--- config.mk ---
export PLATFORM = sky130hd
export DESIGN_NAME = mvn_mul
export DESIGN_NICKNAME = d
export VERILOG_FILES = /design/src/hdl/mvn_mul.sv
export SDC_FILE = /design/constraint.sdc
export NUM_CORES = 2
export LEC_CHECK = 0
export BUFFER_PORTS_ARGS = -buffer_cell sky130_fd_sc_hd__buf_4
export CORE_MARGIN = 4
export CORE_UTILIZATION = 30
export DETAILED_ROUTE_END_ITERATION = 8
export REMOVE_ABC_BUFFERS = 1
export SYNTH_ARGS = -nofsm -noshare
export SYNTH_HDL_FRONTEND = slang
export SYNTH_SLANG_ARGS = --single-unit
--- constraint.sdc ---
create_clock -name clk -period 19 [get_ports clk]
set_clock_uncertainty 0.2 [all_clocks]
set_input_delay 3.8 -clock clk [delete_from_list [all_inputs] [get_ports clk]]
set_output_delay 3.8 -clock clk [all_outputs]
set_load 0.02 [all_outputs]
--- src/hdl/mvn_mul.sv ---
// ----------------------------------------------------------------------------
// mvn_mul
// Shared signed 32x32 multiplier with a registered product.
// ----------------------------------------------------------------------------
`default_nettype none

module mvn_mul (
  input  wire logic               clk,
  input  wire logic signed [31:0] a,
  input  wire logic signed [31:0] b,
  output logic signed [63:0]      p_r
);

  always_ff @(posedge clk) begin
    p_r <= a * b;
  end

endmodule

`default_nettype wire

## After elaboration in Yosys (flattened, before gate mapping)

Index checks and enable logic that the tools add are counted.

| word-level totals | value |
|---|---|
| register bits | 64 |
| bits in latches | 0 |
| bits in writable memories | 0 |
| ROM bits | 0 |
| bits of input ports | 65 |
| output and inout bits | 64 |
| logic and storage cells | 2 |
| memories kept | 0 |

| cells by class | value |
|---|---|
| add/sub/neg operators | 0 |
| multiply operators | 1 |
| div/mod/pow operators | 0 |
| order comparisons | 0 |
| equal/unequal tests | 0 |
| shift-type cells | 0 |
| multiplexer cells | 0 |
| bitwise operators | 0 |
| reduce and logical (&&, ||, !) cells | 0 |

Operator list:

| operator | count |
|---|---|
| $mul 32x32->64 | 1 |

## Longest topological paths before layout

| depth | value |
|---|---|
| word-level depth | 1 |
| mapped depth | 28 |
| mapped depth without buffers | 27 |

## Worst setup path before layout

OpenSTA, ideal clock, no wires.

| path | value |
|---|---|
| path kind | in2reg |
| from | in b[2] |
| to | reg p_r[62] |
| library setup time | 0.072 ns |
| arrival | 10.989 ns |
| required time | 18.728 ns |
| slack | 7.739 ns |
| stages on the path | 24 |
| buffers on the path | 1 |
| cell sequence | clkbuf_1 -> nand2_1 -> inv_1 -> fa_1 -> fa_1 -> fa_1 -> fa_1 -> inv_1 -> fa_1 -> inv_1 -> fa_1 -> inv_1 -> fa_1 -> inv_1 -> fa_1 -> ha_1 -> and3_1 -> nand2_1 -> or3_1 -> o22a_1 -> o211ai_1 -> a31oi_1 -> o31ai_1 -> xor2_1 |

| on the way | value |
|---|---|
| longest elaborated chain between the ends | 1 |

RTL lines:

| what | RTL line | source |
|---|---|---|
| start: declaration | 10 | `input wire logic signed [31:0] b,` |
| $mul 32x32->64 | 15 | `p_r <= a * b;` |
| end signal: assignment | 15 |  |
| end: declaration | 11 | `output logic signed [63:0] p_r` |

No other way between the ends.

## Final worst setup path

| path | value |
|---|---|
| from | in b[5] |
| to | reg p_r[62] |

The elaborated chain is that of the path after synthesis.

==> results.py <==
metrics = {
    "global_routing": {
        "overflow": 0,
        "top_usage_layer": "met2",
        "grt_usage_pct": 16.95,
        "grt_start_max_net_pins": 33,
        "grt_use_met3_pct": 2.786,
        "met2_usage_pct": 29.51,
        "grt_pass1_wl_mm": 170.5,
        "grt_use_met1_pct": 22.43,
        "antenna_found_initial": 7,
        "grt_pass1_vias": 29101,
    },
    "timing": {
        "rsz0062_at_grt": "no",
        "drv_slew": 0,
        "layout_min_cycle_time_ns": 12.02,
        "final.setup.worst_slack_ns": 6.977,
        "finalHoldViolCount": 0,
        "setup-violations-final": 0,
        "slew-limit-headroom_pct": 43.20,
        "period_share_pct": 63.28,
        "max_freq_ghz": 0.08317,
        "setup_tns_ns": 0,
        "worst_pin_slew_ns": 0.8519,
    },
    "yosys": {
        "synth-edff-count": 0,
        "syn_inst": 3884,
        "synth.largest_area_cell": "fa_1",
        "yosysWarnings": 0,
        "syn-cell-area_mm2": 0.03724,
        "yosysSeqAreaShare_pct": 3.440,
        "ys_types": 63,
        "async_flop_share_pct": 0,
        "synth-seq-cells": 64,
        "synth_top_cell_area_share_pct": 58.16,
        "syn_avg_cell_area_um2": 9.589,
        "yosys-top-cells-area": "fa_1 58%, inv_1 9.6%, and2_1 8.7%",
        "ys.flop_type": "dfxtp_1",
    },
    "detailed_routing": {
        "routed_wl_mm": 106.0,
        "wl_per_cell_um": 19.37,
        "avgViaCountPerCell": 4.681,
        "vias": 25617,
        "drtAntennaViolNets": 0,
        "post-route-drc-count": 0,
        "first_pass_iters": 5,
        "drt_iter0_markers": 1535,
    },
    "die": {
        "io_pins": 129,
        "die_area_mm2": 0.1298,
        "initial_core_util_pct": 30.16,
        "coreArea_mm2": 0.1235,
        "dieWidth_um": 360.3,
        "die_y_um": 360.3,
        "core.rowCount": 129,
    },
    "clocking": {
        "cts_resized": 0,
        "cts_inserted_buffers": 9,
        "cts_buffer_depth": 2,
        "hold_buffers": 0,
        "cts_sinks": 64,
        "path_clk_slew_ns": 0.07,
        "h-tree-depth": 3,
        "cts_tree": "built",
        "cts_root_buf": "clkbuf_16",
        "post-cts-setup-buffer-count": 0,
    },
    "finish": {
        "area_delta_synth_final_pct": 7.075,
        "largest_register": "p_r",
        "drive_above_1_share_pct": 4.537,
        "diodes": 0,
        "reg_top3": "p_r (64)",
        "nets": 5161,
        "fill_cells": 12822,
        "largest_register_ffs": 64,
    },
    "critical_path": {
        "cp-startpoint": "b[5]",
        "setup.worst_path.end_class": "register",
        "cp-start-kind": "input pin",
        "worstSetupPathType": "in2reg",
        "cp_data_required_time_ns": 19.14,
        "arrival_ns": 12.16,
        "crit_fanout": 32,
    },
    "placed_design": {
        "gp_congestion": 0.8940,
        "place_ws_ns": 6.695,
        "post-dp-hpwl_mm": 85.64,
        "portBuffers": 128,
    },
    "min_path": {
        "min-delay-start": "a[0]",
        "whs_path_depth": 2,
        "min_path_type": "in2reg",
    },
    "status": {
        "outcome": "completed",
    },
    "flow_run": {
        "maxCapViolations": 0,
    },
}
## critical path, stage by stage
cell      delay [ns]
buf_4           0.35
nand2_1         0.21
inv_1           0.13
fa_1            0.40
inv_1           0.24
fa_1            0.47
inv_1           0.23
fa_1            0.50
fa_1            0.93
inv_1           0.46
fa_1            0.60
inv_1           0.06
fa_1            0.54
inv_1           0.05
fa_1            0.47
inv_1           0.05
fa_1            0.45
ha_1            0.39
and3_1          0.22
nand2_1         0.07
or3_1           0.38
o211ai_1        0.45
a31oi_1         0.22
o31ai_1         0.27
xor2_1          0.16
## per-stage QoR
stage	hold WS [ns]	cell area (µm²)	std cells	util [%]
CTS	3.664	39880	5472	32.30
finish	3.709	39880	5472	32.30
detailed placement	4.015	39550	5456	32.03
floorplan	3.722	36490	3684	-
global route	3.704	39880	5472	32.30
global placement	4.016	39550	5456	32.03
## layout by cell type, fill, tap and decap left out, types with 6 or more instances in the layout
cell type and instances:
and2_1 516, buf_4 135, ha_1 184, dfxtp_1 64, nor3_1 6, xor2_1 22, xnor2_1 53, and3_1 7
o21ai_0 28, nand2b_1 9, nand2_1 511, nand4_1 7, a31oi_1 12, o31ai_1 6, nor2_1 42, nand3_1 15
o21bai_1 15, fa_1 1082, a21o_1 23, a21oi_1 68, clkbuf_16 9, inv_1 952
## kinds of logic after synthesis
| family | after synthesis | share of synthesized area (%) |
|---|---|---|
| XOR/XNOR | 75 | 1.764 |
| AND/OR/NAND/NOR | 1134 | 15.37 |
| buffers and inverters | 1152 | 11.62 |
| AO/OA/AOI/OAI | 193 | 3.464 |
| adder cells (fa/ha/maj) | 1266 | 64.34 |
| flip-flops | 64 | 3.440 |
## cells in the mapped netlist, types with 3 or more instances
library cell and number:
a211oi_1 4, a211oi_2 3, a21boi_0 3, a21o_1 23, a21oi_1 68, a31oi_1 12
and2_1 516, and3_1 7, and4_1 3, buf_2 3, clkbuf_1 195, dfxtp_1 64
fa_1 1082, ha_1 184, inv_1 952, nand2_1 511, nand2b_1 9, nand3_1 15
nand4_1 7, nor2_1 42, nor2b_1 3, nor3_1 6, o211ai_1 3, o21a_1 4
o21ai_0 28, o21bai_1 15, o31ai_1 6, or3_1 4, xnor2_1 53, xor2_1 22
## routing by layer
metal | vias to the layer above | part of all wire, %
met1 | 13791 | 42
met4 | 0 | 2.1
met2 | 757 | 50
met5 | - | 0
met3 | 137 | 6.0
li1 | 10932 | -
## area by class of cell
| type | instances | area, µm² | share of cell area, % |
|---|---|---|---|
| multi-input cells | 2668 | 31630 | 79.33 |
| inverters | 952 | 3573 | 8.961 |
| well taps | 1637 | 2048 | 5.136 |
| flip-flops and latches | 64 | 1281 | 3.213 |
| repair buffers | 135 | 1013 | 2.541 |
| clock buffers | 9 | 225.2 | 0.5648 |
| clock inverters | 7 | 102.6 | 0.2573 |
## path summary, 6_finish.rpt
kind         endpoint
min    p_r[0]$_DFF_P_
max   p_r[62]$_DFF_P_
Power is not shown: default switching activity piles up to over one toggle a cycle in this logic, so the estimate is an artifact.
