===== config.mk =====
export PLATFORM = sky130hd
export DESIGN_NAME = mvn_norm
export DESIGN_NICKNAME = d
export VERILOG_FILES = /design/src/hdl/mvn_pkg.sv /design/src/hdl/mvn_norm.sv
export SDC_FILE = /design/constraint.sdc
export NUM_CORES = 2
export LEC_CHECK = 0
export BUFFER_PORTS_ARGS = -buffer_cell sky130_fd_sc_hd__buf_4
export CELL_PAD_IN_SITES_DETAIL_PLACEMENT = 0
export CELL_PAD_IN_SITES_GLOBAL_PLACEMENT = 1
export CORE_MARGIN = 8
export CORE_UTILIZATION = 51
export CTS_CLUSTER_SIZE = 8
export DETAILED_ROUTE_END_ITERATION = 10
export PLACE_DENSITY_LB_ADDON = 0.1
export SLEW_MARGIN = 20
export SYNTH_ARGS = -nofsm -noshare
export SYNTH_HDL_FRONTEND = slang
export SYNTH_SLANG_ARGS = --single-unit

===== constraint.sdc =====
create_clock -name clk -period 15.7 [get_ports clk]
set_clock_uncertainty 0.05 [all_clocks]
set_input_delay 2.355 -clock clk [delete_from_list [all_inputs] [get_ports clk]]
set_output_delay 2.355 -clock clk [all_outputs]
set_load 0.02 [all_outputs]

===== src/hdl/mvn_pkg.sv =====
// ----------------------------------------------------------------------------
// mvn_pkg
// Shared types, sizes and codes of the vertex normal calculator.
// ----------------------------------------------------------------------------
`default_nettype none

package mvn_pkg;

  localparam int MAX_VERTICES  = 256;
  localparam int MAX_TRIANGLES = 512;
  localparam int VIDX_W        = 8;
  localparam int VCNT_W        = 9;
  localparam int TIDX_W        = 9;
  localparam int TCNT_W        = 10;
  localparam int VEC_W         = 36;  // signed width of a vector sent to normalization
  localparam int ACC_W         = 28;  // signed width of the face normal sum

  localparam logic [1:0] OP_LOAD_VERTEX = 2'd0;
  localparam logic [1:0] OP_LOAD_TRI    = 2'd1;
  localparam logic [1:0] OP_QUERY       = 2'd2;
  localparam logic [1:0] OP_CLEAR       = 2'd3;

  localparam logic [1:0] ST_OK        = 2'd0;
  localparam logic [1:0] ST_FULL      = 2'd1;
  localparam logic [1:0] ST_BAD_INDEX = 2'd2;

  typedef logic signed [15:0]      coord_t;
  typedef logic [VIDX_W-1:0]       vidx_t;
  typedef logic signed [15:0]      q14_t;
  typedef logic signed [VEC_W-1:0] vec_t;

  typedef struct packed {
    logic start;
    vec_t x;
    vec_t y;
    vec_t z;
  } norm_req_t;

  typedef struct packed {
    logic done;
    q14_t x;
    q14_t y;
    q14_t z;
  } norm_rsp_t;

endpackage

`default_nettype wire


===== src/hdl/mvn_norm.sv =====
// ----------------------------------------------------------------------------
// mvn_norm
// Sequential vector normalization to Q1.14: magnitude prescale, sum of squares
// on the shared multiplier, bit-pair integer square root and restoring division.
// ----------------------------------------------------------------------------
`default_nettype none

module mvn_norm (
  input  wire logic               clk,
  input  wire logic               rst_n,
  input  wire mvn_pkg::norm_req_t req,
  output mvn_pkg::norm_rsp_t      rsp,
  output logic signed [31:0]      mul_a,
  output logic signed [31:0]      mul_b,
  input  wire logic signed [63:0] mul_p
);
  import mvn_pkg::*;

  localparam logic [2:0] N_IDLE  = 3'd0;
  localparam logic [2:0] N_SHIFT = 3'd1;
  localparam logic [2:0] N_SQ    = 3'd2;
  localparam logic [2:0] N_SQRT  = 3'd3;
  localparam logic [2:0] N_DLOAD = 3'd4;
  localparam logic [2:0] N_DIV   = 3'd5;

  logic [2:0]       state_r;
  logic [VEC_W-1:0] m_r [3];
  logic [2:0]       neg_r;
  logic [61:0]      sum_r;
  logic [62:0]      x_r, r_r;
  logic [4:0]       k_r;
  logic [30:0]      len_r;
  logic [45:0]      num_r;
  logic [14:0]      q_r;
  logic [3:0]       i_r;
  logic [1:0]       j_r, step_r;
  q14_t             n_r [3];
  logic             done_r;

  logic [1:0]  sq_sel;
  logic [61:0] sum_fin;
  logic [62:0] bitv, trial, x_nxt, r_nxt;
  logic [45:0] dtrial;
  logic        dfit;
  logic [14:0] q_nxt;
  logic [15:0] q_ext;

  assign sq_sel  = (step_r == 2'd3) ? 2'd0 : step_r;
  assign mul_a   = {2'b00, m_r[sq_sel][29:0]};
  assign mul_b   = {2'b00, m_r[sq_sel][29:0]};
  assign sum_fin = sum_r + mul_p[61:0];

  always_comb begin
    bitv  = 63'(1) << {k_r, 1'b0};
    trial = r_r + bitv;
    if (x_r >= trial) begin
      x_nxt = x_r - trial;
      r_nxt = (r_r >> 1) + bitv;
    end else begin
      x_nxt = x_r;
      r_nxt = r_r >> 1;
    end
  end

  assign dtrial = {15'd0, len_r} << i_r;
  assign dfit   = (num_r >= dtrial);
  assign q_nxt  = q_r | (dfit ? (15'(1) << i_r) : 15'd0);
  assign q_ext  = {1'b0, q_nxt};

  always_ff @(posedge clk) begin
    if (!rst_n) begin
      state_r <= N_IDLE;
      done_r  <= 1'b0;
    end else begin
      done_r <= 1'b0;
      unique case (state_r)
        N_IDLE: begin
          if (req.start) begin
            neg_r  <= {req.z[VEC_W-1], req.y[VEC_W-1], req.x[VEC_W-1]};
            m_r[0] <= req.x[VEC_W-1] ? -req.x : req.x;
            m_r[1] <= req.y[VEC_W-1] ? -req.y : req.y;
            m_r[2] <= req.z[VEC_W-1] ? -req.z : req.z;
            state_r <= N_SHIFT;
          end
        end
        N_SHIFT: begin
          // Bring every magnitude below 2^30 so that the squares fit.
          if ((|m_r[0][VEC_W-1:30]) || (|m_r[1][VEC_W-1:30]) ||
              (|m_r[2][VEC_W-1:30])) begin
            m_r[0] <= m_r[0] >> 1;
            m_r[1] <= m_r[1] >> 1;
            m_r[2] <= m_r[2] >> 1;
          end else begin
            step_r  <= 2'd0;
            state_r <= N_SQ;
          end
        end
        N_SQ: begin
          step_r <= step_r + 2'd1;
          case (step_r)
            2'd0: sum_r <= '0;
            2'd1: sum_r <= mul_p[61:0];
            2'd2: sum_r <= sum_fin;
            default: begin
              if (sum_fin == '0) begin
                n_r[0]  <= '0;
                n_r[1]  <= '0;
                n_r[2]  <= '0;
                done_r  <= 1'b1;
                state_r <= N_IDLE;
              end else begin
                x_r     <= {1'b0, sum_fin};
                r_r     <= '0;
                k_r     <= 5'd31;
                state_r <= N_SQRT;
              end
            end
          endcase
        end
        N_SQRT: begin
          x_r <= x_nxt;
          r_r <= r_nxt;
          k_r <= k_r - 5'd1;
          if (k_r == 5'd0) begin
            len_r   <= r_nxt[30:0];
            j_r     <= 2'd0;
            state_r <= N_DLOAD;
          end
        end
        N_DLOAD: begin
          // Numerator m * 16384 + len / 2 gives round half away from zero.
          num_r   <= {2'b00, m_r[j_r][29:0], 14'd0} + {16'd0, len_r[30:1]};
          q_r     <= '0;
          i_r     <= 4'd14;
          state_r <= N_DIV;
        end
        N_DIV: begin
          if (dfit) begin
            num_r <= num_r - dtrial;
          end
          q_r <= q_nxt;
          i_r <= i_r - 4'd1;
          if (i_r == 4'd0) begin
            n_r[j_r] <= neg_r[j_r] ? -q_ext : q_ext;
            if (j_r == 2'd2) begin
              done_r  <= 1'b1;
              state_r <= N_IDLE;
            end else begin
              j_r     <= j_r + 2'd1;
              state_r <= N_DLOAD;
            end
          end
        end
        default: state_r <= N_IDLE;
      endcase
    end
  end

  assign rsp.done = done_r;
  assign rsp.x    = n_r[0];
  assign rsp.y    = n_r[1];
  assign rsp.z    = n_r[2];

endmodule

`default_nettype wire


; Yosys cells after proc, flatten, opt, wreduce, memory -nomap -nowiden
; Memory sizes are Yosys's and may differ from the RTL's. A register that Yosys moved wholly into a read port is not among the register bits.
; Cells that the tools add are included.
[word_totals]
register_bits = 300
ram_bits = 156
inputBits = 175
out_inout_bits = 113
word_cells = 149
mem_count = 2
[memory_table]
columns = name, words, word_bits, rd, rd_ports_with_merged_regs, wr, line_no
row1 = m_r, 3, 36, 5, 1, 3, mvn_norm.sv:27  ; logic [VEC_W-1:0] m_r [3];
row2 = n_r, 3, 16, 3, 0, 3, mvn_norm.sv:37  ; q14_t n_r [3];
[classes]
n_addsub = 14
order_cmp = 3
n_eq_ne = 18
shift = 3
muxes = 65
bitwise_logic = 4
n_reduce_logical = 27
[op_table]
columns = op, n
row1 = 63-bit 2-to-1 mux, 6
row2 = 63-bit case mux with 2 select lines, 2
row3 = 36-bit 2-to-1 mux, 6
row4 = 62-bit case mux with 3 select lines, 1
row5 = 36-bit negation, 3
row6 = 46-bit case mux with 2 select lines, 1
row7 = 62-bit by 63-bit adder with 63-bit output, 1
row8 = 63-bit adder, 1
row9 = 63-bit >= comparator, 1
row10 = "1-bit by 6-bit << shifter with 63-bit output, first input constant", 1
row11 = 63-bit subtractor, 1
row12 = 62-bit adder, 1
row13 = 62-bit logical NOT, 1
row14 = 46-bit >= comparator, 1
row15 = 46-bit 2-to-1 mux, 1
row16 = 31-bit by 4-bit << shifter with 46-bit output, 1
row17 = 46-bit subtractor, 1
row18 = 44-bit by 30-bit adder with 45-bit output, 1
row19 = 16-bit 2-to-1 mux, 2
row20 = 15-bit case mux with 2 select lines, 1
row21 = 1-bit 2-to-1 mux, 21
row22 = 3-bit 2-to-1 mux, 6
row23 = "2-bit != test, second input constant", 9
row24 = 3-bit case mux with 6 select lines, 1
row25 = 35 further kinds, 63

; Depth between registers and ports, before layout
; An unclocked memory read counts as a cell.
[depth]
ltp_word = 9
ltp_mapped = 32
mapped_depth_nobuf = 30

; Worst setup path after synthesis
; Ideal clock, no wire load.
[synth_path]
kind = input port to flip-flop
start = input port mul_p[0]
end = register k_r[0] (enable)
setup_ns = 0.430
arrival_ns = 7.136
required_ns = 15.220
path_slack_ns = 8.084
stages = 14
n_path_buf = 0
cell_sequence = ha_1 fa_1 a21o_1 a22o_1 o211ai_1 a21oi_1 o21ai_0 a21boi_0 o211a_1 a2111oi_0 nor3_1 and4_1 nor3b_1 a41o_1
[synth_via]
elab_chain_cells = 4
[synth_lines]
columns = element, line_no
row1 = from (decl), mvn_norm.sv:15  ; input wire logic signed [63:0] mul_p
row2 = 62-bit adder, mvn_norm.sv:51  ; assign sum_fin = sum_r + mul_p[61:0];
row3 = 62-bit logical NOT, mvn_norm.sv:105  ; if (sum_fin == '0) begin
row4 = 2-bit != test (no line), n/a
row5 = 4-bit AND reduction (no line), n/a
row6 = to (signal assigned), mvn_norm.sv:123  ; k_r <= k_r - 5'd1;
row7 = to (decl), mvn_norm.sv:31  ; logic [4:0] k_r;
; Every way passes these cells.
; A chain may end at the register's enable or synchronous reset.

; Worst setup path after layout
[layout_path]
start = register k_r[3]
end = register r_r[30], data pin
[layout_via]
elab_chain_cells = 5
elab_cells_between_ends = 6
classes_between = add/sub (2) / order compare (1) / shift (1) / mux (2)
[layout_lines]
columns = element, line_no
row1 = 1-bit by 6-bit << shifter with 63-bit output (*), mvn_norm.sv:54  ; bitv = 63'(1) << {k_r, 1'b0};
row2 = 63-bit adder, mvn_norm.sv:55  ; trial = r_r + bitv;
row3 = 63-bit >= comparator, mvn_norm.sv:56  ; if (x_r >= trial) begin
row4 = 63-bit 2-to-1 mux (*), mvn_norm.sv:56
row5 = net r_nxt[30], mvn_norm.sv:42  ; logic [62:0] bitv, trial, x_nxt, r_nxt;
row6 = 63-bit case mux with 2 select lines (*), mvn_norm.sv:76  ; unique case (state_r)
row7 = to (signal assigned), mvn_norm.sv:122  ; r_r <= r_nxt;
row8 = to (decl), mvn_norm.sv:30  ; logic [62:0] x_r, r_r;
; The timed path passes the listed nets; every way through them passes the cells marked *.

==> flow_metrics.env <==
export IMPL_num_vias=35284
export IMPL_initial_core_util_pct=51.24
export IMPL_tritoncts="yes"
export IMPL_areaGrowthSynthToFinish_pct=11.50
export IMPL_ys_async_sr_fraction_pct=0
export IMPL_yosys_warnings=0
export IMPL_synth_area_sq_um=39490
export IMPL_dieArea_sq_um=86600
export IMPL_postCtsHoldBufs=0
export IMPL_die_y_um=294.3
export IMPL_yosys_area_top_type="edfxtp_1"
export IMPL_layout_common_cells="nand2_1, o21ai_0, edfxtp_1, nor2_1, a21oi_1"
export IMPL_routed_wl_um=124900
export IMPL_rows=102
export IMPL_p_total_mw=4.575
export IMPL_whs_ns=0.4991
export IMPL_ir_drop_uv=70.98
export IMPL_period_minus_slack_ns=8.943
export IMPL_final_max_slew_viol_count=0
export IMPL_synth_cell_types=85
export IMPL_grt_max_degree=107
export IMPL_maxCapViolCount=0
export IMPL_drt_iter0_drc=3708
export IMPL_syn_avg_cell_area_sq_um=8.612
export IMPL_path_buf_inv=0
export IMPL_grt_pass1_vias=32285
export IMPL_cp_end_kind="flip-flop"
export IMPL_htreeDepth=3
export IMPL_instances_no_fill=5797
export IMPL_cts_resized=0
export IMPL_cts_root_buffer="clkbuf_16"
export IMPL_firstDrtPassIters=6
export IMPL_power_density_nw_per_um2=103.9
export IMPL_crit_path_max_incr_delay_ns=0.92
export IMPL_reg2reg_to="r_r[30]"
export IMPL_crit_fanout=47
export IMPL_grt_ovfl_total=0
export IMPL_holdCritPathClass="flip-flop to flip-flop"
export IMPL_wl_per_cell_um=21.54
export IMPL_tightest_slew_ns=1.089
export IMPL_clockBufferDepth=3
export IMPL_critPathTopFamily="compound AO/OA/AOI/OAI gates"
export IMPL_rsz0062_at_grt="false"
export IMPL_crit_arrival_ns=9.26
export IMPL_drcViolationCount=0
export IMPL_hp_start="m_r[0][33]"
export IMPL_final_net_count=5175
export IMPL_grt_pass1_wl_um=190400
export IMPL_timing_fmax_ghz=0.1118
export IMPL_cts_sinks=458
export IMPL_gr_usage_all_layers_pct=27.61
export IMPL_synthFlopType="edfxtp_1"
export IMPL_reg2reg_depth=25
export IMPL_ioPinCount=288
export IMPL_path_class="flip-flop to flip-flop"
export IMPL_antenna_found_initial=4
export IMPL_final_common_cell="nand2_1"
export IMPL_power_leakage_nw=17.11
export IMPL_die_x_um=294.3
export IMPL_portBuffers=281
export IMPL_clk_pin_slew_ns=0.06
export IMPL_numCtsBuffers=69
export IMPL_routabilityCongestion=0.9354
export IMPL_required_ns=16.01
export IMPL_whs_endpoint="m_r[0][32]"
export IMPL_fin_crit_sh_pct=56.96
export IMPL_synthCells=4586
export IMPL_hpwlAfterDp_um=95470
export IMPL_ys_ff_latch=458
export IMPL_r2r_setup_slack_ns=6.76
export IMPL_insertion_delay_ns=0.61
export IMPL_hold_depth=2
export IMPL_fin_tns_setup_ns=0
export IMPL_cp_slowest_cell="or2_2"
export IMPL_yosysSeqAreaShare_pct=34.67
export IMPL_r2r_start="k_r[3]"
export IMPL_start_kind="flip-flop"
export IMPL_drive_gt1_share_pct=10.30
export IMPL_setup_viol=0
export IMPL_core_area_sq_um=77080
export IMPL_place_area_sq_um=42120
export IMPL_netlist_top_cells_area="edfxtp_1, ha_1, nand2_1"
export IMPL_post_cts_buffers=0
export IMPL_status="complete, no violations"
export IMPL_viasPerCell=6.087
export IMPL_placed_cells=5696
export IMPL_synth_top_area_share_pct=34.37
export IMPL_synth_edf_count=452
export IMPL_design_area_sq_um=44040
export IMPL_hold_viol=0
export IMPL_max_slew_margin_pct=25.54
export IMPL_postRouteAntennaNets=0
worst max path at each step:
stage             start       to  slack, ns  cells after the start
2_1_floorplan  mul_p[0]   k_r[0]       8.08                     14
3_3_place_gp     k_r[3]  r_r[30]       6.92                     27
3_5_place_dp     k_r[3]  r_r[30]       6.90                     25
4_1_cts          k_r[3]  r_r[30]       6.85                     25
5_1_grt          k_r[0]  r_r[30]       6.04                     28
6_report         k_r[3]  r_r[30]       6.76                     25
final cells by class:
type                       count  area [sq um]
multi-input combinational   3799         24460
inverter                      90         337.8
sequential                   458         13700
timing repair buffer         309          2320
clock buffer                  89          1833
fill                        7217         33050
antenna                        1         2.502
tap                         1040          1301
clock inverter                11         82.58
metrics by stage:
stage,setup slack [ns],util (%)
2_1_floorplan,8.084,-
3_3_place_gp,6.917,54.64
3_5_place_dp,6.901,54.64
4_1_cts,6.846,57.12
5_1_grt,6.042,57.13
6_report,6.757,57.13
where the power goes:
group	switching (mW)	leakage (nW)	total, mW	internal [mW]
combinational	0.986	12.1	1.51	0.526
clock	0.566	0.932	1.38	0.811
sequential	0.113	4.11	1.69	1.57
total	1.67	17.1	4.58	2.91
tightest hold or removal path, cell delays in order (launching register included):
cell and delay (ns):
edfxtp_1 0.33, nand2_1 0.05, o21ai_0 0.06
cell usage after synthesis (42+ instances only):
cell        n
nand2_1   617
o21ai_0   457
edfxtp_1  452
nor2_1    447
a21oi_1   325
ha_1      269
xor2_1    233
clkbuf_1  183
xnor2_1   162
a21o_1    113
mux2i_1    97
inv_1      89
a31oi_1    76
and2_1     67
a22oi_1    65
nand3_1    65
nor3_1     62
and3_1     54
nand4_1    54
o31ai_1    52
o21bai_1   49
nand2b_1   43
nor2b_1    42
metal layers:
layer / GRT usage [%] / wire length, um
met1: 42.78 / 60400
met2: 39.29 / 51360
met3: 4.623 / 9804
met4: 7.062 / 3263
met5: 0 / 40
state kept, by name (all words and copies together) (netlist names), named ones only:
register  cells
done_r        1
i_r           4
j_r           2
k_r           5
len_r        31
m_r         108
n_r          48
neg_r         3
num_r        46
q_r          15
r_r          63
state_r       3
step_r        2
sum_r        62
x_r          63
cell families after synthesis:
group	after synthesis	share of synthesized area [%]
xor gates and xnor gates	395	8.760
AOI/OAI and AO/OA	1396	21.95
other	1	0.009495
adders and majority gates	277	8.826
and+or+nand+nor	1604	18.58
muxes	123	3.627
buffers and inverters	332	3.577
DFF	458	34.67
Power figures use the tool's default switching activity.
