`src/hdl/mvn_ram.sv`:
```
// ----------------------------------------------------------------------------
// mvn_ram
// Generic single write port, single read port RAM with registered read data.
// ----------------------------------------------------------------------------
`default_nettype none

module mvn_ram #(
  parameter int WIDTH = 8,
  parameter int DEPTH = 16
) (
  input  wire logic                     clk,
  input  wire logic                     we,
  input  wire logic [$clog2(DEPTH)-1:0] waddr,
  input  wire logic [WIDTH-1:0]         wdata,
  input  wire logic [$clog2(DEPTH)-1:0] raddr,
  output logic      [WIDTH-1:0]         rdata
);

  logic [WIDTH-1:0] mem [DEPTH];

  always_ff @(posedge clk) begin
    if (we) begin
      mem[waddr] <= wdata;
    end
    rdata <= mem[raddr];
  end

endmodule

`default_nettype wire

```
`config.mk`:
```
export PLATFORM = sky130hd
export DESIGN_NAME = mvn_ram
export DESIGN_NICKNAME = d
export VERILOG_FILES = /design/src/hdl/mvn_ram.sv
export SDC_FILE = /design/constraint.sdc
export NUM_CORES = 1
export LEC_CHECK = 0
export BUFFER_PORTS_ARGS = -buffer_cell sky130_fd_sc_hd__buf_2
export CELL_PAD_IN_SITES_DETAIL_PLACEMENT = 1
export CELL_PAD_IN_SITES_GLOBAL_PLACEMENT = 1
export CORE_ASPECT_RATIO = 1.1
export CORE_UTILIZATION = 45
export CTS_CLUSTER_DIAMETER = 40
export DETAILED_ROUTE_END_ITERATION = 10
export PLACE_DENSITY = 0.75
export SYNTH_ARGS = -nofsm -noshare
export SYNTH_HDL_FRONTEND = slang
export SYNTH_SLANG_ARGS = --single-unit
```
`constraint.sdc`:
```
create_clock -name clk -period 2.3 [get_ports clk]
set_input_delay 0 -clock clk [delete_from_list [all_inputs] [get_ports clk]]
set_output_delay 0 -clock clk [all_outputs]
set_load 0.05 [all_outputs]
```
# [Word level (Yosys, flattened, before mapping)]
# Memories as Yosys holds them, arrays and structs flattened. A register that Yosys moved wholly into a read port is not among the register bits.
# Index checks and enable logic that the tools add are counted.
[word_totals] memories=1 regBits=0 word_cells=3 in_bits=18 mem_bits_rw=128
[mem_list] name="mem" words=16 word_bits=8 read_ports=1 rd_ports_with_merged_regs=1 write_ports=1 line="19" text="logic [WIDTH-1:0] mem [DEPTH];"
[op_classes] n_mux=2
[op_table] op="$mux W1" n=2

# [Depth between registers and ports, before layout]
# Gate-level depths: netlist (run 1).
[depth] ltp_word=2 mapped_depth=5 mapped_depth_nobuf=3

# [Worst setup path after synthesis (run 1)]
# OpenSTA, ideal clock, no wires.
[synth_path] path_type="in2reg" start="in waddr[2]" end="mem mem[0][0] (enable)" arrival_time_ns=1.110 path_stages=2 setup_time_ns=0.383 slack_ns=0.807 path_cell_list="or3b_2 > nor3_1"
[synth_rtl] element="from (decl)" line="13" text="input wire logic [$clog2(DEPTH)-1:0] waddr,"
[synth_rtl] element="to (decl)" line="19"
# No word-level cell before the write port.

==> metrics.md, run 1 <==
| Metric | Value |
|---|---|
| Status | `complete, no violations` |
| Max cap viols | `0` |
| Clock skew | `about 0.008 ns` |
| Worst Hold Depth | `2` |
| Lkg Pwr | `about 2.1 nW` |
| Io pins | `26` |
| Yosys Warn Count | `0` |
| CTS Buffer Depth | `2` |
| Worst slew pin tran | `0.968 ns` |
| Die area | `11,900 um2` |
| Routing usage on met1 | `0.282` |
| Largest cells by area after synthesis | `edfxtp_1 (75%), mux4_2 (7.9%), mux4_1 (7.1%), dfxtp_1 (3.1%), a22oi_1 (2.3%)` |
| Crit end category | `register` |
| Fin crit share | `0.603` |
| Most common cell in the netlist | `edfxtp_1` |
| Initial Utilization | `0.468` |
| Library cells used by synthesis | `19` |
| Pwr per Cell Area | `approximately 950 nW/um2` |
| Post-route setup TNS | `0 ns` |
| Proportion of layout cells with a drive suffix above 1 | `0.280` |
| Crit Path Class | `register to register` |
| Switching share of power | `0.203` |
| Routed WL per cell | `25.6 um` |
| Port-buffer cells | `25` |
| FF-to-FF path depth | `3` |
| Sequential cell area fraction in the yosys report | `0.778` |
| R2R Setup Slk | `0.91 ns` |
| Critical Path AT | `1.67 ns` |
| Slew HR | `0.352` |
| Reg-to-Reg End | `rdata[6]` |
| Synth top cells by count | `edfxtp_1 (128), mux4_2 (18), a22oi_1 (16)` |
| Global-route wire length before repair | `17,600 um` |
| FF+latch count, synth | `136` |
| Slew Limit Fails | `0` |
| Worst setup SP type | `register` |
| Hold_ws | `between 0.09 and 0.1 ns` |
| RSZ-0062 raised after global routing | `false` |
| Combinational cell fraction of total power | `0.056` |
| Vias | `2,556` |
| Final ANT Viol Nets | `0` |
| Drt pass-1 iters | `5` |
| Ys async rst share | `0` |
| CP Launch Point | `mem[2][6]` |
| CORE AREA | `about 11,000 um2` |
| M2 GR Usage | `0.356` |
| Mapped Avg Cell Area | `22.5 um2` |
| Clock power share | `0.469` |
| H-tree depth | `4` |
| GRT met3 Usage | `0.0546` |
| Min-Delay Path Class | `primary input to register` |
| Cell count after synthesis | `229` |
| Power Internal | `about 4.7 mW` |
| Vias per Instance | `5.72` |
| Area leader, netlist | `edfxtp_1` |
| Syn_nets | `around 250` |
| Row count | `40` |
| Pre-CTS WS | `0.532 ns` |
| Final Critical Period | `1.39 ns` |
| Die Wd | `between 100 and 150 um` |
| Cells after DPL | `407` |
| Sequential Power Share | `0.475` |
| Final worst setup slack | `0.913 ns` |
| Vias in the first global route | `2,748` |
| Final Util | `0.562` |
| ANT cells | `0` |
| Fin. Hold Viols | `0` |
| Post-synth EDFFs | `roughly 130` |
| Net load switching power | `approximately 1.2 mW` |
| CTS Buf Count | `17` |
| Drt drc | `0` |
| Peak supply drop | `0.492 mV` |
| Global Route Usage Sum | `0.218` |
| Synth Flop Type | `edfxtp_1` |
| Num Clock Sinks | `136` |
| Worst EP required | `about 2.6 ns` |
| Clk Latency, worst-skew pair | `0.41 ns` |
| Fmax | `721 MHz` |
| Initial drt markers | `222` |
| Grt peak-use layer | `met2` |
| Root buf cell | `clkbuf_16` |
| DP HPWL | `7100 um` |
| Layout Cells excl Fill | `about 450` |
| Hold Crit Endpoint | `mem[4][0]` |
| Crit-path max FO | `1` |
| Top cell type's share of synthesized area | `0.747` |
| Layout overhead on the synthesized area | `20.2%` |
| Initial antenna violation count | `0` |
| Total gr overflow | `0` |
| RD Place Congestion | `between 0.7 and 0.8` |
| Fillers | `987` |
| # nets final | `305` |
| Die height | `114 um` |
| Largest net degree at the start of global routing | `19` |
| CTS tree | `built` |
| DRT Wirelength | `around 11,000 um` |
| Post-Syn Area | `between 5000 and 6000 um2` |
| Hold path start | `waddr[0]` |
| Reg2Reg Launch Point | `mem[2][6]` |
| CTS clk-pin slew, worst paths | `0.06 ns` |
| Setup violations, final | `0` |
what timing repair did:
action / CTS / global route
buffers inserted: 0 / 0
resized for setup: 0 / 0
hold endpoints to repair: 128 / 0
hold buffers: 8 / 0
power by group through the flow:
stage                     registers, mW  logic [mW]  clock network, mW
after floorplan                    2.89       0.141                  0
after global placement             2.84       0.307                  0
after detailed placement           2.84       0.322                  0
after CTS                          2.79       0.335               2.80
after global routing               2.80       0.352               2.89
final                              2.79       0.328               2.76
layout make-up:
type	count	area (um2)	area share
timing repair buffer	49	350	0.0566
tap	147	184	0.0297
sequential	136	4000	0.647
clock inverter	12	156	0.0253
clock buffer	20	437	0.0706
multi-input combinational	83	1060	0.171
sequential cells by signal, summed over array words and instances (netlist names):
| register | cells |
|---|---|
| mem | 128 |
| rdata | 8 |
critical path, cell delays in order, from the launching register on:
cell	delay [ns]
edfxtp_1	0.37
mux4_2	0.47
a22oi_1	0.29
nand2_1	0.13
worst max path at each step:
stage,to,depth (start not counted)
after detailed placement,mem[2][1],3
after CTS,rdata[3],3
after global routing,rdata[3],3
after global placement,mem[2][2],3
final,rdata[6],3
after floorplan,mem[0][0],2
cell families (layout without fill, tap and decap cells):
family / after synthesis / count (layout) / share of synthesized area
flops: 136 / 136 / 0.778
simple gates: 35 / 35 / 0.0318
mux: 32 / 32 / 0.150
compound gates: 16 / 16 / 0.0233
buf+inv: 10 / 81 / 0.0168
per-stage QoR:
| step | instance area [um2] | total power, mW |
|---|---|---|
| 2_1_floorplan | 5150 | 3.03 |
| 3_3_place_gp | 5520 | 3.15 |
| 3_5_place_dp | 5520 | 3.16 |
| 4_1_cts | 6190 | 5.93 |
| 5_1_grt | 6190 | 6.04 |
| 6_report | 6190 | 5.87 |
routing by layer:
layer	part of all wire	routed length, um	vias to the layer above
li1	-	-	1093
met1	0.42	4750	1356
met2	0.52	5890	96
met3	0.056	637	11
met4	0.012	142	0
met5	0	0	-
layout by cell type (no fill, tap or decap):
cell type      Yosys  final
dfxtp_1            8      8
clkinv_2           0      2
clkbuf_16          0     17
or3b_2             1      1
bufinv_16          0      4
and2_1             1      1
dlygate4sd3_1      0      8
clkinv_1           0      5
nand3_1            1      1
nand2_1            9      9
nor3_1             4      4
clkbuf_1           0      3
nand2b_1           2      2
mux4_2            18     18
and2b_1            1      1
nor2_1            13     13
nand3b_1           2      2
edfxtp_1         128    128
buf_2              3     25
a22oi_1           16     16
buf_12             0      2
nor2b_1            1      1
clkinvlp_4         0      1
buf_4              1     14
mux4_1            14     14
No activity file was read; power rests on OpenSTA's default activity.
==> run 2, diff against run 1 <==
--- a/config.mk
+++ b/config.mk
@@ -5,6 +5,7 @@
 export SDC_FILE = /design/constraint.sdc
 export NUM_CORES = 1
 export LEC_CHECK = 0
+export ABC_AREA = 1
 export BUFFER_PORTS_ARGS = -buffer_cell sky130_fd_sc_hd__buf_2
 export CELL_PAD_IN_SITES_DETAIL_PLACEMENT = 1
 export CELL_PAD_IN_SITES_GLOBAL_PLACEMENT = 1
@@ -12,7 +13,7 @@
 export CORE_UTILIZATION = 45
 export CTS_CLUSTER_DIAMETER = 40
 export DETAILED_ROUTE_END_ITERATION = 10
-export PLACE_DENSITY = 0.75
+export PLACE_DENSITY = 0.81
 export SYNTH_ARGS = -nofsm -noshare
 export SYNTH_HDL_FRONTEND = slang
 export SYNTH_SLANG_ARGS = --single-unit
==> constraint.sdc (replaced) <==
create_clock -name clk -period 1.29 [get_ports clk]
set_input_delay 0 -clock clk [delete_from_list [all_inputs] [get_ports clk]]
set_output_delay 0 -clock clk [all_outputs]
set_load 0.05 [all_outputs]
==> run 2 against run 1 <==
Compared with the run above: the flow now finishes with violations (design-rule violations, negative hold slack); count of clock-buffer cells in the layout down 3; flip-flop and latch count unchanged; non-clock buffer count up 4; highest routed layer unchanged.
==> metrics.md, run 2 <==
| Metric | Value |
|---|---|
| Status | `finished, violations left` |
| Violated checks | `design-rule violations, negative hold slack` |
| Worst path slowest cell | `dlygate4sd3_1` |
| Drt pass-1 iters | `10 (+5)` |
| Delay-heaviest family, CP | `buffers and inverters` |
| ANT cells | `0 (unchanged)` |
| Row count | `43 (+7.5%)` |
| CTS Buf Count | `17 (unchanged)` |
| Critical Path AT | `1.43 ns (-0.24 ns)` |
| Pwr per Cell Area | `1550 nW/um2 (+64%)` |
| Lkg Pwr | `2.96 nW (+41%)` |
| DP HPWL | `9580 um (+35%)` |
| Commonest non-fill, non-tap cells in the layout | `nand2_1 (173), edfxtp_1 (128), inv_1 (100)` |
| Max FFs per register | `128 (unchanged)` |
| Mapped Avg Cell Area | `10.5 um2 (-53%)` |
| Initial drt markers | `246 (+11%)` |
| Most common cell in the netlist | `nand2_1` |
| Global-route wire length before repair | `23,000 um (+31%)` |
| Syn_nets | `569 (+130%)` |
| H-tree depth | `4 (unchanged)` |
| Sequential cell area fraction in the yosys report | `0.694 (-0.0835)` |
| Min-Delay Path Class | `primary input to register` |
| Clk Latency, worst-skew pair | `0.43 ns (+0.02 ns)` |
| Top cell type's share of synthesized area | `0.667 (-0.0802)` |
| Largest cells by area after synthesis | `edfxtp_1 (67%), nand2_1 (11%), nand3_1 (8.4%), inv_1 (6.5%), dfxtp_1 (2.8%)` |
| Synth top cells by count | `nand2_1 (173), edfxtp_1 (128), inv_1 (100)` |
| Ys async rst share | `0 (unchanged)` |
| Largest net degree at the start of global routing | `33 (+14)` |
| Peak supply drop | `0.918 mV (+86%)` |
| RSZ-0062 raised after global routing | `false` |
| Biggest regs | `mem x128, rdata x8` |
| Cell count after synthesis | `551 (+140%)` |
| WP buf/inv | `4 (+4)` |
| Io pins | `26 (unchanged)` |
| Yosys Warn Count | `0 (unchanged)` |
| Initial Utilization | `0.460 (-0.00747)` |
| Die Wd | `110 um (+5.7%)` |
| FF+latch count, synth | `136 (unchanged)` |
| Vias per Instance | `5.23 (-8.5%)` |
| Setup violations, final | `0 (unchanged)` |
| Fin crit share | `0.866` |
| CTS Buffer Depth | `2 (unchanged)` |
| Port-buffer cells | `25 (unchanged)` |
| Final Critical Period | `1.12 ns` |
| Fillers | `1,367 (+39%)` |
| Drt drc | `1 (+1)` |
| Crit-path max FO | `16 (+15)` |
| Final ANT Viol Nets | `0 (unchanged)` |
| Compound-Gate Fraction of Synth Area | `0 (-0.0233)` |
| Num Clock Sinks | `136 (unchanged)` |
| Post-synthesis mux area share | `0 (-0.150)` |
| CTS tree | `built` |
| Synth Flop Type | `edfxtp_1` |
| Most common cell after layout, fill and taps aside | `nand2_1` |
| Worst setup SP type | `primary input` |
| Hold_ws | `-0.00486 ns (-0.100 ns)` |
| Fmax | `895 MHz` |
| Post-synth EDFFs | `128 (unchanged)` |
| Cell mode on critical path | `nand3_1` |
| CTS clk-pin slew, worst paths | `0.06 ns (about the same)` |
| Max cap viols | `0 (unchanged)` |
| Die area | `13,300 um2 (+12%)` |
| Clock skew | `0.0114 ns (+0.00324 ns)` |
| Slew HR | `0.716 (+0.364)` |
| Root buf cell | `clkbuf_16` |
| Slew Limit Fails | `0 (unchanged)` |
| Crit-path cells | `dlygate4sd3_1 -> buf_2 -> inv_1 -> buf_4 -> nand3_1 -> nand3_1 -> nand2_1` |
| Worst EP required | `1.60 ns (-0.98 ns)` |
| # nets final | `617 (+100%)` |
| Global Route Usage Sum | `0.248 (+0.0294)` |
| Synth Area in Adders | `0 (unchanged)` |
| Die height | `121 um (+5.7%)` |
| Vias in the first global route | `4,276 (+56%)` |
| Final Util | `0.540 (-0.0224)` |
| XOR/XNOR share of the synthesized area | `0 (unchanged)` |
| Total gr overflow | `0 (unchanged)` |
| Library cells used by synthesis | `12 (-7)` |
| Most flops, register | `mem` |
| Synth Area in Simple Gates | `0.210 (+0.179)` |
| Layout overhead on the synthesized area | `17.3%` |
| Crit end category | `register` |
| Post-Syn Area | `5770 um2 (+12%)` |
| Largest family of logic cells by synthesized area | `simple AND/OR/NAND/NOR gates` |
| Initial antenna violation count | `0 (unchanged)` |
| RD Place Congestion | `0.829 (+12%)` |
| CORE AREA | `12,500 um2 (+14%)` |
| Fin. Hold Viols | `5 (+5)` |
| Post-route setup TNS | `0 ns (unchanged)` |
| Worst slew pin tran | `0.426 ns (-0.543 ns)` |
| Vias | `4,024 (+57%)` |
| Slowest stage delay, CP | `0.53 ns (+0.06 ns)` |
| Crit Path Class | `primary input to register` |
| Routed WL per cell | `19.1 um (-25%)` |
| Proportion of layout cells with a drive suffix above 1 | `0.139 (-0.141)` |
| DRT Wirelength | `14,700 um (+29%)` |
| Area leader, netlist | `edfxtp_1` |
-- run 2: cell types whose count changed after synthesis, moves of 10 or more --
cell | before | now
a22oi_1 | 16 | 0
buf_2 | 3 | 13
inv_1 | 0 | 100
mux4_1 | 14 | 0
mux4_2 | 18 | 0
nand2_1 | 9 | 173
nand3_1 | 1 | 97
-- run 2: layout make-up --
cell class	count	area, um2	share of cell area
repair buffers	53	378	0.0559
flip-flops and latches	136	4000	0.592
clock inverters	15	165	0.0244
multi-input cells	289	1210	0.179
inverters	102	383	0.0566
well taps	157	196	0.0290
clock buffers	17	425	0.0629
-- run 2: cells by family (layout without fill, tap and decap cells) --
kind of cell | count (synthesis) | in the layout
buf+inv | 126 | 187
flops | 136 | 136
simple gates | 289 | 289
-- run 2: path summary, 6_finish.rpt --
kind | start | end | slack [ns] | cells past startpoint
worst min-delay path | wdata[2] | mem[0][2] | -0.005 | 1
worst min register to register | mem[10][0] | rdata[0] | 0.67 | 6
worst max-delay path | raddr[2] | rdata[6] | 0.17 | 7
worst max register to register | mem[3][6] | rdata[6] | 0.22 | 6
-- run 2: worst reg2reg max path, stage by stage, from the launching register on --
cell,delay (ns)
edfxtp_1,0.37
nand2_1,0.08
nand2_1,0.05
nand2_1,0.07
nand3_1,0.13
nand3_1,0.19
nand2_1,0.08
-- run 2: what timing repair did --
| item | CTS | global route |
|---|---|---|
| hold buffers | 2 | 0 |
| gates resized for setup | 0 | 0 |
| setup buffers | 0 | 0 |
| hold endpoints to repair | 8 | 0 |
-- run 2: power by group --
group          switching (mW)  internal, mW  total, mW
Clock                    1.91          2.88       4.79
Sequential             0.0333          4.94       4.97
Combinational           0.545         0.199      0.744
-- run 2: stage by stage --
stage / setup WS (ns) / cell area (um2) / power [mW] / std cells
floorplan: 0.339 / 5770 / 5.51 / 551
global placement: 0.208 / 6150 / 5.76 / 735
detailed placement: 0.158 / 6150 / 5.80 / 735
global route: 0.112 / 6770 / 10.8 / 769
CTS: 0.194 / 6770 / 10.6 / 769
finish: 0.172 / 6770 / 10.5 / 769
-- run 2: metal layers --
layer  up-vias  global-route usage  share of wire  routed length [um]
li1       1867                   -              -                   -
met1      2010               0.282           0.37                5490
met2       112               0.427           0.54                7920
met3        35              0.0544          0.051                 754
met4         0               0.135          0.036                 533
met5         -                   0              0                   0
